--- src/rtl/alwt_pkg.sv ---
package alwt_pkg;

   localparam int POS_WIDTH  = 16;
   localparam int MAX_LEN    = 65535;
   localparam int NUM_STATES = 10;
   localparam int NUM_CLASSES = 9;
   localparam int QUEUE_DEPTH = 4;
   localparam int QPTR_WIDTH  = $clog2(QUEUE_DEPTH);
   localparam int QCNT_WIDTH  = $clog2(QUEUE_DEPTH + 1);

   localparam logic [POS_WIDTH-1:0] POS_MAX = POS_WIDTH'(MAX_LEN);

   typedef logic [POS_WIDTH-1:0] pos_type;

   typedef enum logic [3:0] {
      CL_OTHER = 4'd0,
      CL_SPACE = 4'd1,
      CL_LETTER = 4'd2,
      CL_N = 4'd3,
      CL_B = 4'd4,
      CL_DIGIT = 4'd5,
      CL_DOT = 4'd6,
      CL_COLON = 4'd7,
      CL_QUOTE = 4'd8
   } class_type;

   typedef enum logic [3:0] {
      S_SPACE = 4'd0,
      S_OTHER = 4'd1,
      S_NAME = 4'd2,
      S_N = 4'd3,
      S_NB = 4'd4,
      S_NBDOT = 4'd5,
      S_NUM = 4'd6,
      S_QUOTE = 4'd7,
      S_QCLOSE = 4'd8,
      S_COMMENT = 4'd9
   } scan_state_type;

   typedef enum logic [2:0] {
      FX_NONE = 3'd0,
      FX_BEGIN = 3'd1,
      FX_WORD = 3'd2,
      FX_WORD_GAP = 3'd3,
      FX_VEC = 3'd4,
      FX_VEC_GAP = 3'd5
   } effect_type;

   // one queued character: clamped class, restart flag, its position
   typedef struct packed {
      class_type cls;
      logic      restart;
      pos_type   pos;
   } entry_type;

   localparam scan_state_type NEXT_TAB [NUM_STATES][NUM_CLASSES] = '{
      '{S_OTHER, S_SPACE, S_NAME, S_N, S_NAME, S_NUM, S_OTHER, S_OTHER, S_QUOTE},
      '{S_OTHER, S_SPACE, S_NAME, S_N, S_NAME, S_NUM, S_OTHER, S_OTHER, S_QUOTE},
      '{S_OTHER, S_SPACE, S_NAME, S_NAME, S_NAME, S_NAME, S_OTHER, S_OTHER, S_QUOTE},
      '{S_OTHER, S_SPACE, S_NAME, S_NAME, S_NB, S_NAME, S_OTHER, S_OTHER, S_QUOTE},
      '{S_OTHER, S_SPACE, S_NAME, S_NAME, S_NAME, S_NAME, S_NBDOT, S_OTHER, S_QUOTE},
      '{S_COMMENT, S_COMMENT, S_COMMENT, S_COMMENT, S_COMMENT, S_COMMENT,
        S_OTHER, S_OTHER, S_COMMENT},
      '{S_OTHER, S_SPACE, S_NUM, S_NUM, S_NUM, S_NUM, S_NUM, S_OTHER, S_QUOTE},
      '{S_QUOTE, S_QUOTE, S_QUOTE, S_QUOTE, S_QUOTE, S_QUOTE, S_QUOTE, S_QUOTE,
        S_QCLOSE},
      '{S_OTHER, S_SPACE, S_NAME, S_N, S_NAME, S_NUM, S_OTHER, S_OTHER, S_QUOTE},
      '{S_COMMENT, S_COMMENT, S_COMMENT, S_COMMENT, S_COMMENT, S_COMMENT,
        S_COMMENT, S_COMMENT, S_COMMENT}
   };

   localparam effect_type FX_TAB [NUM_STATES][NUM_CLASSES] = '{
      '{FX_BEGIN, FX_NONE, FX_BEGIN, FX_BEGIN, FX_BEGIN, FX_BEGIN, FX_BEGIN,
        FX_BEGIN, FX_BEGIN},
      '{FX_WORD, FX_WORD_GAP, FX_WORD, FX_WORD, FX_WORD, FX_WORD, FX_NONE,
        FX_NONE, FX_WORD},
      '{FX_WORD, FX_WORD_GAP, FX_NONE, FX_NONE, FX_NONE, FX_NONE, FX_NONE,
        FX_NONE, FX_WORD},
      '{FX_WORD, FX_WORD_GAP, FX_NONE, FX_NONE, FX_NONE, FX_NONE, FX_NONE,
        FX_NONE, FX_WORD},
      '{FX_WORD, FX_WORD_GAP, FX_NONE, FX_NONE, FX_NONE, FX_NONE, FX_NONE,
        FX_NONE, FX_WORD},
      '{FX_NONE, FX_NONE, FX_NONE, FX_NONE, FX_NONE, FX_NONE, FX_NONE,
        FX_NONE, FX_NONE},
      '{FX_VEC, FX_VEC_GAP, FX_NONE, FX_NONE, FX_NONE, FX_NONE, FX_NONE,
        FX_NONE, FX_VEC},
      '{FX_NONE, FX_NONE, FX_NONE, FX_NONE, FX_NONE, FX_NONE, FX_NONE,
        FX_NONE, FX_NONE},
      '{FX_WORD, FX_WORD_GAP, FX_WORD, FX_WORD, FX_WORD, FX_WORD, FX_WORD,
        FX_WORD, FX_NONE},
      '{FX_NONE, FX_NONE, FX_NONE, FX_NONE, FX_NONE, FX_NONE, FX_NONE,
        FX_NONE, FX_NONE}
   };

endpackage

--- src/rtl/alwt_front.sv ---
module alwt_front (
   input  logic                clock,
   input  logic                reset,
   input  logic                req_tvalid,
   output logic                req_tready,
   input  logic [7:0]          req_tdata,
   input  logic                req_tuser,
   input  logic                q_full,
   output logic                push,
   output alwt_pkg::entry_type push_entry
);
   import alwt_pkg::*;

   pos_type pos_ff;
   pos_type pos_in;
   pos_type item_pos;
   class_type cls;

   assign req_tready = !q_full;
   assign push       = req_tvalid && !q_full;

   // codes past quote count as other
   always_comb begin
      if (req_tdata[3:0] > CL_QUOTE) begin
         cls = CL_OTHER;
      end else begin
         cls = class_type'(req_tdata[3:0]);
      end
   end

   assign item_pos = req_tuser ? '0 : pos_ff;

   always_comb begin
      pos_in = pos_ff;
      if (push) begin
         pos_in = (item_pos < POS_MAX) ? item_pos + POS_WIDTH'(1) : POS_MAX;
      end
   end

   assign push_entry = '{cls: cls, restart: req_tuser, pos: item_pos};

   always_ff @(posedge clock) begin
      if (reset) begin
         pos_ff <= '0;
      end else begin
         pos_ff <= pos_in;
      end
   end

endmodule

--- src/rtl/alwt_queue.sv ---
module alwt_queue (
   input  logic                clock,
   input  logic                reset,
   input  logic                push,
   input  alwt_pkg::entry_type push_entry,
   output logic                full,
   input  logic                pop,
   output logic                pop_valid,
   output alwt_pkg::entry_type pop_entry
);
   import alwt_pkg::*;

   entry_type mem [QUEUE_DEPTH];
   logic [QPTR_WIDTH-1:0] wr_ptr_ff, wr_ptr_in;
   logic [QPTR_WIDTH-1:0] rd_ptr_ff, rd_ptr_in;
   logic [QCNT_WIDTH-1:0] count_ff, count_in;
   logic do_pop;

   assign full      = (count_ff == QCNT_WIDTH'(QUEUE_DEPTH));
   assign pop_valid = (count_ff != '0);
   assign pop_entry = mem[rd_ptr_ff];
   assign do_pop    = pop && pop_valid;

   always_comb begin
      wr_ptr_in = wr_ptr_ff;
      rd_ptr_in = rd_ptr_ff;
      count_in  = count_ff;
      if (push) begin
         wr_ptr_in = (wr_ptr_ff == QPTR_WIDTH'(QUEUE_DEPTH - 1)) ? '0
                   : wr_ptr_ff + QPTR_WIDTH'(1);
      end
      if (do_pop) begin
         rd_ptr_in = (rd_ptr_ff == QPTR_WIDTH'(QUEUE_DEPTH - 1)) ? '0
                   : rd_ptr_ff + QPTR_WIDTH'(1);
      end
      if (push && !do_pop) begin
         count_in = count_ff + QCNT_WIDTH'(1);
      end else if (!push && do_pop) begin
         count_in = count_ff - QCNT_WIDTH'(1);
      end
   end

   always_ff @(posedge clock) begin
      if (push) begin
         mem[wr_ptr_ff] <= push_entry;
      end
   end

   always_ff @(posedge clock) begin
      if (reset) begin
         wr_ptr_ff <= '0;
         rd_ptr_ff <= '0;
         count_ff  <= '0;
      end else begin
         wr_ptr_ff <= wr_ptr_in;
         rd_ptr_ff <= rd_ptr_in;
         count_ff  <= count_in;
      end
   end

`ifndef SYNTHESIS
   a_count_bound: assert property (@(posedge clock) disable iff (reset)
      count_ff <= QCNT_WIDTH'(QUEUE_DEPTH))
      else $error("queue count past depth");
   a_no_push_full: assert property (@(posedge clock) disable iff (reset)
      full |-> !push)
      else $error("push into full queue");
   a_empty_ptrs: assert property (@(posedge clock) disable iff (reset)
      (count_ff == '0) |-> (wr_ptr_ff == rd_ptr_ff))
      else $error("empty queue with unequal pointers");
`endif

endmodule

--- src/rtl/alwt_back.sv ---
module alwt_back (
   input  logic                clock,
   input  logic                reset,
   input  logic                q_valid,
   input  alwt_pkg::entry_type q_entry,
   output logic                q_pop,
   output logic                rsp_tvalid,
   input  logic                rsp_tready,
   output logic [31:0]         rsp_tdata
);
   import alwt_pkg::*;

   scan_state_type state_ff, state_in;
   pos_type ws_ff, ws_in;
   logic    wsv_ff, wsv_in;
   logic    vo_ff, vo_in;
   pos_type vs_ff, vs_in;
   pos_type vl_ff, vl_in;
   logic    rsp_valid_ff, rsp_valid_in;
   pos_type rsp_start_ff, rsp_start_in;
   pos_type rsp_len_ff, rsp_len_in;

   scan_state_type st, ns;
   effect_type fx;
   pos_type ws, vs, pos, start;
   logic    wsv, vo, emit, slot_free;
   pos_type emit_start, emit_len;

   assign slot_free = !rsp_valid_ff || rsp_tready;
   assign q_pop     = q_valid && slot_free;

   always_comb begin
      pos = q_entry.pos;
      ws  = q_entry.restart ? '0 : ws_ff;
      wsv = q_entry.restart ? 1'b0 : wsv_ff;
      vo  = q_entry.restart ? 1'b0 : vo_ff;
      vs  = vs_ff;
      st  = q_entry.restart ? S_SPACE : state_ff;
      if (st > S_COMMENT) begin
         st = S_SPACE;
      end
      ns    = NEXT_TAB[st][q_entry.cls];
      fx    = FX_TAB[st][q_entry.cls];
      start = wsv ? ws : pos;

      ws_in      = ws;
      wsv_in     = wsv;
      vo_in      = vo;
      vs_in      = vs;
      vl_in      = vl_ff;
      emit       = 1'b0;
      emit_start = start;
      emit_len   = pos - start;

      unique case (fx)
         FX_BEGIN: begin
            ws_in  = pos;
            wsv_in = 1'b1;
         end
         FX_WORD, FX_WORD_GAP: begin
            emit   = 1'b1;
            ws_in  = pos;
            wsv_in = (fx == FX_WORD);
         end
         FX_VEC, FX_VEC_GAP: begin
            if (!vo) begin
               vs_in = start;
               vl_in = pos - start;
            end else begin
               vl_in = pos - vs;
            end
            vo_in  = 1'b1;
            ws_in  = pos;
            wsv_in = (fx == FX_VEC);
         end
         default: begin
         end
      endcase

      // a numeric run closes on anything but space or more number
      if (vo_in && ns != S_NUM && ns != S_SPACE) begin
         emit       = 1'b1;
         emit_start = vs_in;
         emit_len   = vl_in;
         vo_in      = 1'b0;
      end
      state_in = ns;

      rsp_valid_in = rsp_valid_ff && !rsp_tready;
      rsp_start_in = rsp_start_ff;
      rsp_len_in   = rsp_len_ff;
      if (q_pop) begin
         rsp_valid_in = emit;
         if (emit) begin
            rsp_start_in = emit_start;
            rsp_len_in   = emit_len;
         end
      end
   end

   always_ff @(posedge clock) begin
      if (reset) begin
         state_ff     <= S_SPACE;
         wsv_ff       <= 1'b0;
         vo_ff        <= 1'b0;
         rsp_valid_ff <= 1'b0;
      end else begin
         if (q_pop) begin
            state_ff <= state_in;
            wsv_ff   <= wsv_in;
            vo_ff    <= vo_in;
         end
         rsp_valid_ff <= rsp_valid_in;
      end
   end

   always_ff @(posedge clock) begin
      if (q_pop) begin
         ws_ff <= ws_in;
         vs_ff <= vs_in;
         vl_ff <= vl_in;
      end
      rsp_start_ff <= rsp_start_in;
      rsp_len_ff   <= rsp_len_in;
   end

   assign rsp_tvalid = rsp_valid_ff;
   assign rsp_tdata  = {rsp_len_ff, rsp_start_ff};

`ifndef SYNTHESIS
   a_vec_state: assert property (@(posedge clock) disable iff (reset)
      vo_ff |-> (state_ff == S_SPACE || state_ff == S_NUM))
      else $error("open vector outside space or number state");
   a_space_nostart: assert property (@(posedge clock) disable iff (reset)
      (state_ff == S_SPACE) |-> !wsv_ff)
      else $error("word start held in space state");
   a_quote_start: assert property (@(posedge clock) disable iff (reset)
      (state_ff == S_QUOTE || state_ff == S_COMMENT) |-> wsv_ff)
      else $error("quote or comment without word start");
   a_no_pop_stalled: assert property (@(posedge clock) disable iff (reset)
      (rsp_valid_ff && !rsp_tready) |-> !q_pop)
      else $error("step taken while result stalled");
`endif

endmodule

--- src/rtl/array_language_word_tokenizer.sv ---
// Word-formation scanner for array-language source text. Each input word is the
// class of one character (tdata[3:0]; codes above quote count as other) and a
// restart flag in tuser that resets the scanner before that character. A result
// word gives the start position and length of a completed token; runs of numbers
// separated by spaces come out as one token, a comment swallows the rest, and a
// token still open at the end of a line is never reported. Positions saturate
// at 65535. Throughput is one character per cycle while rsp takes results, set
// by the table step in the back end; a four-entry queue separates the front end
// from the back end, and a result is registered on rsp after its character has
// left the queue. rsp back-pressure stalls the back end first; req_tready drops
// only once the four-entry queue has filled behind the held result.
module array_language_word_tokenizer (
   input  logic        clock,
   input  logic        reset,
   input  logic        req_tvalid,
   output logic        req_tready,
   input  logic [7:0]  req_tdata,    // [3:0] char_class, [7:4] zero
   input  logic        req_tuser,    // [0] first_char
   output logic        rsp_tvalid,
   input  logic        rsp_tready,
   output logic [31:0] rsp_tdata     // [15:0] token_start, [31:16] token_length
);
   import alwt_pkg::*;

   logic      push, q_full, q_pop, q_valid;
   entry_type push_entry, q_entry;

   alwt_front u_front (
      .clock      (clock),
      .reset      (reset),
      .req_tvalid (req_tvalid),
      .req_tready (req_tready),
      .req_tdata  (req_tdata),
      .req_tuser  (req_tuser),
      .q_full     (q_full),
      .push       (push),
      .push_entry (push_entry)
   );

   alwt_queue u_queue (
      .clock      (clock),
      .reset      (reset),
      .push       (push),
      .push_entry (push_entry),
      .full       (q_full),
      .pop        (q_pop),
      .pop_valid  (q_valid),
      .pop_entry  (q_entry)
   );

   alwt_back u_back (
      .clock      (clock),
      .reset      (reset),
      .q_valid    (q_valid),
      .q_entry    (q_entry),
      .q_pop      (q_pop),
      .rsp_tvalid (rsp_tvalid),
      .rsp_tready (rsp_tready),
      .rsp_tdata  (rsp_tdata)
   );

endmodule

--- config.mk ---
export PLATFORM = sky130hd
export DESIGN_NAME = array_language_word_tokenizer
export DESIGN_NICKNAME = d
export VERILOG_FILES = /design/src/rtl/alwt_pkg.sv /design/src/rtl/alwt_front.sv /design/src/rtl/alwt_queue.sv /design/src/rtl/alwt_back.sv /design/src/rtl/array_language_word_tokenizer.sv
export SDC_FILE = /design/constraint.sdc
export NUM_CORES = 1
export LEC_CHECK = 0
export BUFFER_PORTS_ARGS = -buffer_cell sky130_fd_sc_hd__buf_2
export CAP_MARGIN = 20
export CORE_ASPECT_RATIO = 0.75
export CORE_MARGIN = 2
export CORE_UTILIZATION = 40
export DETAILED_ROUTE_END_ITERATION = 8
export MAX_ROUTING_LAYER = met4
export PLACE_DENSITY = 0.66
export SYNTH_ARGS = -nofsm -noshare
export SYNTH_HDL_FRONTEND = slang
export SYNTH_HIERARCHICAL = 1
export SYNTH_SLANG_ARGS = --single-unit
--- constraint.sdc ---
create_clock -name clock -period 11.7 [get_ports clock]
set_input_delay 2.34 -clock clock [delete_from_list [all_inputs] [get_ports clock]]
set_output_delay 2.34 -clock clock [all_outputs]
set_load 0.005 [all_outputs]
After elaboration in Yosys (flattened, before gate mapping)
Memory sizes are Yosys's and may differ from the RTL's. A register that Yosys moved wholly into a read port is not among the register bits.
Cells that the tools add are included.
- add/sub/neg operators: 7
- order comparisons: 5
- equality and inequality tests: 9
- muxes and demuxes: 40
- bitwise operators: 2
- reduce and logical (&&, ||, !) cells: 21
- operators by type and width (operator ; number):
    $mux W16 ; 11
    $mux W36 ; 2
    $mux W27 ; 2
    $sub A16 B16 Y16 ; 2
    $mux W4 ; 5
    $add A16 B1 Y16 const B ; 1
    $bmux W4 S4 ; 1
    $lt A16 B16 Y1 const B ; 1
    $bmux W3 S4 ; 1
    $mux W3 ; 4
    $ge A5 B5 Y1 const B ; 2
    $not A4 Y5 ; 2
    $eq A3 B3 Y1 const B ; 3
    $mux W1 ; 9
    $gt A4 B4 Y1 const B ; 2
    $logic_and A1 B1 Y1 ; 8
    $mux W2 ; 4
    $eq A3 B2 Y1 const B ; 2
    $logic_not A1 Y1 ; 5
    $reduce_or A5 Y1 ; 1
    $add A2 B1 Y2 const B ; 2
    $eq A2 B2 Y1 const B ; 2
    $ne A4 B3 Y1 const B ; 1
    $reduce_bool A4 Y1 ; 1
    9 further kinds ; 10
- bits in registers: 110
- memory bits (writable): 84
- ROM bits: 1008
- bits of input ports: 13
- output and inout port bits: 34
- word-level logic and storage cells: 100
- memories: 3
- memory list (memory ; depth ; bits a word ; rd ports ; clocked after Yosys merged registers in ; wr ports ; line ; RTL):
    (no name shown) ; 16 ; 36 ; 1 ; 0 ; 0 ; alwt_back.sv:42 ; ns = NEXT_TAB[st][q_entry.cls];
    (no name shown) ; 16 ; 27 ; 1 ; 0 ; 0 ; alwt_back.sv:43 ; fx = FX_TAB[st][q_entry.cls];
    u_queue.mem ; 4 ; 21 ; 1 ; 1 ; 1 ; alwt_queue.sv:13 ; entry_type mem [QUEUE_DEPTH];

Longest topological paths before layout
- word-level depth: 17
- depth in mapped cells: 19
- gate-level depth less buffers: 14

By module
Netlist, hierarchy kept.
- modules (own cells, without submodules) (module ; times used ; cells each ; area each (um^2) ; sequential area each (um^2)):
    alwt_back ; 1 ; 629 ; 6100.9 ; 2542.4
    alwt_queue ; 1 ; 153 ; 3494.6 ; 2702.6
    alwt_front ; 1 ; 140 ; 1112.3 ; 320.3

Least setup slack after synthesis
OpenSTA, ideal clock, no wires.
- path kind: input port to flip-flop
- from: in rsp_tready
- to: reg u_queue.count_ff[2]
- library setup time: 70 ps
- arrival: 5485 ps
- required time: 11630 ps
- setup slack: 6145 ps
- stages: 11
- buffers on the path: 1
- path through: nand2b_1 -> nand2_1 -> inv_1 -> clkbuf_1 -> o31ai_4 -> ha_1 -> inv_1 -> fa_1 -> xor2_1 -> or3_1 -> a21oi_1
- longest elaborated chain between the ends: 6
- elaborated cells between the ends (all ways): 8
- classes of those cells: mux (1); reduce/logical (7)
- RTL lines (what ; line ; RTL):
    start: declaration ; array_language_word_tokenizer.sv:20 ; input logic rsp_tready,
    $logic_or A1 B1 Y1 (*) ; alwt_back.sv:29 ; assign slot_free = !rsp_valid_ff || rsp_tready;
    $logic_and A1 B1 Y1 (*) ; alwt_back.sv:30 ; assign q_pop = q_valid && slot_free;
    named net q_pop ; array_language_word_tokenizer.sv:25 ; logic push, q_full, q_pop, q_valid;
    $logic_and A1 B1 Y1 (*) ; alwt_queue.sv:22 ; assign do_pop = pop && pop_valid;
    $logic_not A1 Y1 ; alwt_queue.sv:36 ; if (push && !do_pop) begin
    $logic_and A1 B1 Y1 ; alwt_queue.sv:36 ;
    $mux W3 / $reduce_bool A2 Y1 (equally long branches) ; n/a ;
    end signal: assignment ; alwt_queue.sv:57 ; count_ff <= count_in;
    end: declaration ; alwt_queue.sv:16 ; logic [QCNT_WIDTH-1:0] count_ff, count_in;
The timed path passes the listed nets; every way through them passes the cells marked *.
A chain may end at the register's enable or synchronous reset.

==> impl_metrics.ini <==
[drt]
wirelength_um = 21900
drt_iter0_markers = 602
drc = 0
ant_nets = 0
post_drt_wl_per_cell_um = 16.8
dr.pass1.iters = 5
num_vias = 7137
viasPerCell = 5.46

[floorplanning]
start_util_pct = 40.9
ioPinCount = 47
fp.dieArea_sq_um = 28100
row_count = 51
core-area_sq_um = 26200
die_h_um = 146
die_x_um = 193

[hold_path]
whs_path_depth = 2
worstHoldPathType = flip-flop to flip-flop
min-delay-start = u_queue/rd_ptr_ff[0]

[clock_network]
clock_sinks = 196
cts_buffers = 17
cts_tree = yes
ctsHoldBuffers = 0
clk_path_buf_depth = 2
cts_setup_buffers = 0
h-tree-depth = 4
post_cts_resized = 0
clkSlewWorstSetupHoldPaths_ns = 0.07
clk_latency_ns = 0.43
cts_root_buf = clkbuf_16

[global_routing]
antenna_found_initial = 0
overflow = 0
grt_pass1_vias = 6639
track_usage_pct = 16.3
grt_max_degree = 59
grt_pass1_wl_um = 35200

[synth]
ys_types = 85
synth.avg_cell_area_sq_um = 11.6
ys_top_cells_by_area = edfxtp_1, dfxtp_1, ha_1, mux4_2, nand2_1
syn_nets = 976
synth-edff-count = 164
seq_area_frac_synth_pct = 52.0
synth_ff_type = edfxtp_1
ys_top_cells_by_count = edfxtp_1, nand2_1, o21ai_0
synth.most_common_cell = edfxtp_1
ys_ff_latch = 196
yosysTopAreaCell = edfxtp_1
async_flop_share_pct = 0
synthesis.area_sq_um = 10700
yosys_warnings = 6
synth_top_area_share_pct = 46.0
synth_cells = 922

[timing]
fmax_mhz = 211
slew_viol_final = 0
fin_crit_sh_pct = 40.5
tns_ns = 0
skew_ns = 0.0112
period_minus_slack_ns = 4.74
report.final.hold_viol_count = 0
finalSetupViolCount = 0
whs_ns = 0.506
grt_setup_unrepaired = false
slew_headroom_pct = 29.2
tightestPinTransition_ns = 1.06

[power]
power.leakage_uw = 0.00449
clockPowerShare_pct = 16.0
pwr-share-comb_pct = 52.1
p_sw_share_pct = 40.8
power_frac_seq_pct = 31.9
p_per_area_nw_per_um2 = 301
peakVddDrop_uv = 122
netSwitchingPower_uw = 1460
p_int_uw = 2110

[layout]
syn2layout_area_growth_pct = 10.7
final_nets = 1004
drive_above_1_share_pct = 14.3
design_area_sq_um = 11900
diodes = 0

[flow_run]
cap_violations = 0

[worst_setup_path]
endpoint_kind = flip-flop
r2r_cells = 13
crit_fanout = 44
cp_data_arrival_time_ns = 4.79
worstPathRequired_ns = 11.75
start_kind = flip-flop
rrSetupSlack_ns = 6.96
worstSetupPathType = flip-flop to flip-flop
timing.rr.end = u_back/rsp_start_ff[5]

[place]
dp_hpwl_um = 15100
place_area_sq_um = 11200
gp_congestion = 0.894
port_buffers = 42

[status]
outcome = complete, no violations
## worst max-delay path by stage
stage	startpoint	endpoint	cells after the start	slack, ns
2_1_floorplan	rsp_tready	u_queue/count_ff[2]	11	6.15
3_3_place_gp	req_tuser	u_front/pos_ff[14]	7	6.87
3_5_place_dp	req_tuser	u_front/pos_ff[14]	7	6.82
4_1_cts	flip-flop	u_back/rsp_len_ff[4]	13	6.96
5_1_grt	flip-flop	u_back/rsp_start_ff[5]	13	6.69
6_report	flip-flop	u_back/rsp_start_ff[5]	13	6.96
## layer usage
layer | wire (um) | global-route usage, %
met1 | 11200 | 23.7
met2 | 9640 | 23.5
met3 | 823 | 3.23
met4 | 242 | 4.17
met5 | 0 | -
## kinds of logic (layout without fill, tap and decap cells)
group                      after synthesis  count (layout)  synth area share [%]
and+or+nand+nor                        284             284                  14.2
muxes                                   57              57                  7.97
AOI/OAI and AO/OA                      226             226                  14.8
buffers and inverters                   88             129                  3.59
adders and majority gates               41              41                  5.00
DFF                                    196             196                  52.0
xor gates and xnor gates                30              30                  2.45
## flip-flops by register name (all words and copies together) (netlist names), 3 cells and up, named ones only
| register | count |
|---|---|
| u_queue/mem | 84 |
| u_back/rsp_len_ff | 16 |
| u_back/rsp_start_ff | 16 |
| u_back/vl_ff | 16 |
| u_back/vs | 16 |
| u_back/ws_ff | 16 |
| u_front/pos_ff | 16 |
| u_back/state_ff | 4 |
| u_queue/count_ff | 3 |
## per-stage QoR
stage | total power, uW | util, % | setup slack, ns | instances
after global placement | 2950 | 42.8 | 6.87 | 1271
after detailed placement | 2980 | 42.8 | 6.82 | 1271
after floorplan | 2570 | - | 6.15 | 922
after global routing | 3840 | 45.3 | 6.69 | 1307
after CTS | 3570 | 45.0 | 6.96 | 1303
final | 3570 | 45.3 | 6.96 | 1307
## power groups by stage
| stage | combinational [uW] | clock [uW] | sequential [uW] |
|---|---|---|---|
| after floorplan | 1440 | 0 | 1130 |
| after global placement | 1800 | 0 | 1150 |
| after detailed placement | 1820 | 0 | 1160 |
| after CTS | 1840 | 586 | 1140 |
| after global routing | 2070 | 615 | 1160 |
| final | 1860 | 570 | 1140 |
## cells in the final DEF, fill, tap and decap left out, types with 12 or more instances in the layout
cell / n
a211oi_1: 15
a21oi_1: 25
a31oi_1: 15
buf_2: 42
clkbuf_16: 17
dfxtp_1: 32
edfxtp_1: 164
ha_1: 38
inv_1: 42
mux2i_1: 29
mux4_2: 20
nand2_1: 94
nand2b_1: 34
nor2_1: 50
nor2b_1: 22
nor3_1: 13
nor4_1: 12
o21a_1: 26
o21ai_0: 63
xnor2_1: 20
## worst max-delay path, cell delays in order, from the launching register on
cell and delay [ns]:
dfxtp_1 0.33, buf_4 0.30, mux4_2 0.63, or3b_4 0.50
inv_1 0.12, ha_1 0.15, inv_1 0.05, o32a_1 0.32
mux2i_1 0.17, a21oi_1 0.13, o211ai_4 0.29, o22ai_4 0.11
buf_4 0.30, a21oi_4 0.88
## final cells by class
cell class                 instances  area [sq um]
clock inverter                    13           138
fill                            2388         14300
multi-input combinational        638          4770
timing repair buffer              54           355
inverter                          43           161
tap                              344           430
clock buffer                      19           433
sequential                       196          5570
(Power assumes the default switching activity.)
